### src/hdl/laser_scan_grid_marker_defines.svh
// ----------------------------------------------------------------------------
// Laser scan grid marker assertion macros
// Shared concurrent assertion forms, sampled on clock, off during reset.
// ----------------------------------------------------------------------------
`ifndef LASER_SCAN_GRID_MARKER_DEFINES_SVH
`define LASER_SCAN_GRID_MARKER_DEFINES_SVH

// same-cycle implication
`define LSGM_ASSERT_IMPL(lbl, ante, cons) \
   lbl: assert property (@(posedge clock) disable iff (reset) (ante) |-> (cons)) \
      else $error("lsgm: assertion failed");

// next-cycle implication
`define LSGM_ASSERT_NEXT(lbl, ante, cons) \
   lbl: assert property (@(posedge clock) disable iff (reset) (ante) |=> (cons)) \
      else $error("lsgm: assertion failed");

`endif

### src/hdl/lsgm_pkg.sv
// ----------------------------------------------------------------------------
// Laser scan grid marker package
// Widths, register codes, word types and CORDIC constants.
// ----------------------------------------------------------------------------
package lsgm_pkg;

   localparam int RANGE_W     = 16;
   localparam int BEAM_W      = 12;
   localparam int COORD_W     = 7;
   localparam int STEP_W      = 24;
   localparam int RESID_W     = 22;
   localparam int CSR_IDX_W   = 8;
   localparam int CSR_DATA_W  = 24;

   localparam int GRID_W_DEF    = 128;
   localparam int GRID_H_DEF    = 128;
   localparam int MAX_BEAMS_DEF = 4096;

   localparam int CORDIC_ITERS = 16;
   localparam int DIV_BITS     = 16;
   localparam int FIFO_DEPTH   = 4;

   localparam logic [15:0] RANGE_MIN_RST  = 16'd100;
   localparam logic [15:0] RANGE_MAX_RST  = 16'd30000;
   localparam logic [23:0] ANGLE_STEP_RST = 24'd46603;
   localparam logic [15:0] CELL_SIZE_RST  = 16'd100;

   localparam logic signed [17:0] CORDIC_X0 = 18'sd19898;

   localparam logic [21:0] ATAN_TABLE [CORDIC_ITERS] = '{
      22'd2097152, 22'd1238021, 22'd654136, 22'd332050,
      22'd166669,  22'd83416,   22'd41718,  22'd20860,
      22'd10430,   22'd5215,    22'd2608,   22'd1304,
      22'd652,     22'd326,     22'd163,    22'd81
   };

   typedef enum logic [CSR_IDX_W-1:0] {
      CSR_RANGE_MIN  = 8'd0,
      CSR_RANGE_MAX  = 8'd1,
      CSR_ANGLE_STEP = 8'd2,
      CSR_CELL_SIZE  = 8'd3
   } csr_index_type;

   typedef struct packed {
      logic [15:0] rng_lo;
      logic [15:0] rng_hi;
      logic [23:0] angle_step;
      logic [15:0] cell_size;
   } cfg_type;

   typedef struct packed {
      logic               cmd;
      logic               ok;
      logic [1:0]         quad;
      logic [RESID_W-1:0] resid;
      logic [RANGE_W-1:0] range_mm;
      logic [COORD_W-1:0] read_x;
      logic [COORD_W-1:0] read_y;
   } item_type;

   function automatic logic signed [15:0] sat15(input logic signed [17:0] v);
      logic signed [15:0] r;
      if (v > 18'sd32767) begin
         r = 16'sh7fff;
      end else if (v < -18'sd32768) begin
         r = -16'sh8000;
      end else begin
         r = v[15:0];
      end
      return r;
   endfunction

endpackage

### src/hdl/lsgm_fifo.sv
// ----------------------------------------------------------------------------
// Laser scan grid marker queue
// Short word queue between front and back.
// ----------------------------------------------------------------------------
module lsgm_fifo import lsgm_pkg::*; (
   input  logic     clock,
   input  logic     reset,
   input  logic     push,
   input  item_type push_data,
   output logic     in_ready,
   input  logic     pop,
   output logic     out_valid,
   output item_type out_data
);

   localparam int PW = $clog2(FIFO_DEPTH);

   item_type          slot_ff [FIFO_DEPTH];
   logic [PW-1:0]     wr_ptr_ff;
   logic [PW-1:0]     rd_ptr_ff;
   logic [PW:0]       count_ff;
   logic              do_push;
   logic              do_pop;

   assign in_ready  = (count_ff != (PW+1)'(FIFO_DEPTH));
   assign out_valid = (count_ff != '0);
   assign out_data  = slot_ff[rd_ptr_ff];
   assign do_push   = push & in_ready;
   assign do_pop    = pop & out_valid;

   always_ff @(posedge clock) begin
      if (reset) begin
         wr_ptr_ff <= '0;
         rd_ptr_ff <= '0;
         count_ff  <= '0;
      end else begin
         if (do_push) wr_ptr_ff <= wr_ptr_ff + 1'b1;
         if (do_pop)  rd_ptr_ff <= rd_ptr_ff + 1'b1;
         if (do_push && !do_pop) begin
            count_ff <= count_ff + 1'b1;
         end else if (do_pop && !do_push) begin
            count_ff <= count_ff - 1'b1;
         end
      end
   end

   always_ff @(posedge clock) begin
      if (do_push) slot_ff[wr_ptr_ff] <= push_data;
   end

endmodule

### config.mk
export PLATFORM = sky130hd
export DESIGN_NAME = lsgm_fifo
export DESIGN_NICKNAME = d
export VERILOG_FILES = /design/src/hdl/laser_scan_grid_marker_defines.svh /design/src/hdl/lsgm_pkg.sv /design/src/hdl/lsgm_fifo.sv
export SDC_FILE = /design/constraint.sdc
export NUM_CORES = 1
export LEC_CHECK = 0
export BUFFER_PORTS_ARGS = -buffer_cell sky130_fd_sc_hd__buf_2
export CAP_MARGIN = 20
export CORE_ASPECT_RATIO = 2
export CORE_MARGIN = 5
export CORE_UTILIZATION = 55
export CTS_CLUSTER_SIZE = 10
export DETAILED_ROUTE_END_ITERATION = 12
export PLACE_DENSITY = 0.79
export SLEW_MARGIN = 40
export SYNTH_ARGS = -nofsm -noshare
export SYNTH_HDL_FRONTEND = slang
export SYNTH_SLANG_ARGS = --single-unit
### constraint.sdc
create_clock -name clock -period 6.79 [get_ports clock]
set_clock_uncertainty 0.1 [all_clocks]
set_input_delay 0.3395 -clock clock [delete_from_list [all_inputs] [get_ports clock]]
set_output_delay 0.3395 -clock clock [all_outputs]
set_load 0.03 [all_outputs]
==> impl_metrics.env <==
export IMPL_status="finished, final reports clean"
export IMPL_area_growth_synth_to_final_pct=24.64
export IMPL_cts_sinks=233
export IMPL_postRouteWirelength_mm=16.40
export IMPL_syn_inst=340
export IMPL_wl_met3_microns=859
export IMPL_timing_fmax_mhz=347.3
export IMPL_start_util=0.5610
export IMPL_syn_avg_cell_area_sq_um=25.24
export IMPL_ys_top_cells_by_area="edfxtp_1, mux4_2, dfxtp_1, buf_12, ha_1"
export IMPL_hold_violations=0
export IMPL_die_width_microns=98.32
export IMPL_ir_drop_uv=382.9
export IMPL_cts_made_buffers=27
export IMPL_grt_pass1_wl_mm=25.91
export IMPL_synthDistinctLibCells=24
export IMPL_num_antenna_cells=0
export IMPL_finalCritPeriodShare=0.4240
export IMPL_route_top_layer_used="met4"
export IMPL_tightest_slew_ns=0.7011
export IMPL_ys_warn_count=0
export IMPL_cp_slowest_cell="dfxtp_2"
export IMPL_hpwl_mm=9.927
export IMPL_via_per_inst=5.390
export IMPL_met2_length_mm=9.451
export IMPL_num_io_pins=118
export IMPL_synth_seq_cells=233
export IMPL_tritoncts="done"
export IMPL_drive_gt1_frac=0.3885
export IMPL_cp_cell_sequence="buf_4 -> mux4_2 -> buf_2"
export IMPL_rows=64
export IMPL_port_buffer_count=117
export IMPL_cts_max_level=1
export IMPL_cp_required_ns=6.35
export IMPL_crit_type="reg2out"
export IMPL_post_cts_resized=0
export IMPL_drv_cap=0
export IMPL_maxSlewHeadroom=0.5326
export IMPL_drtIter0Drc=249
export IMPL_drv_slew=0
export IMPL_place_congestion=0.7072
export IMPL_core_area_sq_mm=0.01529
export IMPL_nNetsFinal=602
export IMPL_die_y_microns=186.6
export IMPL_vias=4064
export IMPL_cp_arrival_ns=2.44
export IMPL_finalWorstSetupSlack_ns=3.911
export IMPL_clk_pin_slew_worst_paths_ns=0.05
export IMPL_root_buffer="clkbuf_16"
export IMPL_synth_top_area_cell="edfxtp_1"
export IMPL_synthesis_area_sq_mm=0.008581
export IMPL_final_antenna_net_count=0
export IMPL_synth_seq_area_share=0.8049
export IMPL_dr_pass1_iters=4
export IMPL_antenna_found_initial=0
export IMPL_fin_crit_ns=2.879
export IMPL_final_setup_tns_ns=0
export IMPL_grt_max_degree=39
export IMPL_finalSetupViolCount=0
export IMPL_fin_area_sq_mm=0.01070
export IMPL_powerDensity_mw_per_mm2=392.5
export IMPL_die_area_sq_mm=0.01835
export IMPL_drc=0
export IMPL_grtUsageTotal=0.1821
export IMPL_crit_path_start_kind="flip-flop"
export IMPL_placed_area_sq_mm=0.009371
export IMPL_end_kind="output port"
export IMPL_rsz0062_at_grt="no"
export IMPL_hp_class="in2reg"
export IMPL_cpPeakStageDelay_ns=0.78
export IMPL_path_max_fanout=30
export IMPL_clkLatencyLatePin_ns=0.49
export IMPL_clock_path_buffers=3
export IMPL_synth_net_count=406
export IMPL_routedWlPerCell_microns=21.74
export IMPL_grt_pass1_vias=4543
export IMPL_met1_length_mm=5.633
export IMPL_grt_remaining_overflow=0
export IMPL_synth_top_cell_area_share=0.7839
export IMPL_total_leakage_power_nw=3.660
export IMPL_dp_slack_ns=4.192
## registers in the layout, summed over array words and instances (netlist names), named ones only
| signal | flops |
|---|---|
| wr_ptr_ff | 2 |
| count_ff | 3 |
| slot_ff | 224 |
| rd_ptr_ff | 2 |
## worst max-delay path: cells and delay by family, from the launching register on
| family | cells | cell delay [ns] |
|---|---|---|
| buffers and inverters | 2 | 0.73 |
| DFF | 1 | 0.78 |
| muxes | 1 | 0.44 |
## layout make-up
class / instances / area [sq um]
inverter: 3 / 11.26
multi-input combinational: 91 / 1538
fill: 941 / 4599
sequential: 233 / 6912
clock inverter: 1 / 8.758
tap: 198 / 247.7
clock buffer: 48 / 754.5
timing repair buffer: 180 / 1224
## layout by cell type, fill, tap and decap left out, types with 2 or more instances in the layout
master / synthesis / layout
xor2_1: 4 / 4
and2_2: 0 / 3
clkbuf_16: 0 / 27
ha_1: 5 / 5
dfxtp_1: 9 / 7
or3_1: 2 / 2
nand2b_1: 2 / 2
dlygate4sd3_1: 0 / 56
buf_12: 4 / 2
clkbuf_1: 2 / 21
edfxtp_1: 224 / 224
buf_2: 5 / 117
inv_1: 3 / 3
mux2i_1: 2 / 2
buf_4: 1 / 5
mux4_2: 56 / 56
nor2_1: 8 / 8
## path summary, 6_finish.rpt
path,from,endpoint,slack (ns),cells past startpoint
max reg2reg,count_ff[0]$_SDFFE_PP0P_,slot_ff[1][46]$_DFFE_PP_,4.26,4
min,reset,flip-flop,0.03,2
min reg2reg,wr_ptr_ff[1]$_SDFFE_PP0P_,wr_ptr_ff[1]$_SDFFE_PP0P_,0.43,2
max,flip-flop,out_data[12],3.91,3
## where the power goes
part | internal [mW] | total [mW] | switching [mW] | leakage, nW
sequential | 1.75 | 1.84 | 0.0867 | 2.13
combinational | 0.450 | 1.13 | 0.680 | 1.17
clock | 0.743 | 1.23 | 0.488 | 0.362
total | 2.94 | 4.20 | 1.25 | 3.66
## layer usage
layer / global-route usage / vias up
met4: 0.06312 / 0
met3: 0.03064 / 23
met2: 0.3263 / 134
met5: 0 / -
met1: 0.2211 / 2078
li1: - / 1829
## through the flow
step	power, mW	cells	hold slack, ns	util
6_report	4.198	754	0.02566	0.6993
5_1_grt	4.390	754	0.02415	0.6993
4_1_cts	4.256	754	0.01611	0.6993
3_5_place_dp	2.985	649	0.4165	0.6127
3_3_place_gp	2.929	647	0.3929	0.6100
2_1_floorplan	2.698	340	0.3384	-
## cell usage after synthesis (all sizes together)
master  instances
o311ai          1
fa              1
or3             2
o31ai           1
inv             3
mux4           56
mux2            1
buf            11
ha              5
xor2            4
mux2i           2
nand2b          2
o21ai           1
edfxtp        224
clkbuf          2
nor2            8
dfxtp           9
nand2           1
a21boi          1
and2            4
a21oi           1
## cells by family after synthesis
group / count (synthesis) / share of synthesized area
buf+inv: 16 / 0.01662
flops: 233 / 0.8049
simple gates: 17 / 0.009768
mux: 59 / 0.1506
compound gates: 5 / 0.004374
fa+ha+maj: 6 / 0.009624
xor+xnor: 4 / 0.004082
## repair_timing
item                      4_1_cts  5_1_grt
setup buffers                   0        0
hold buffers                   56        0
hold endpoints to repair      224        0
Power figures use the tool's default switching activity.
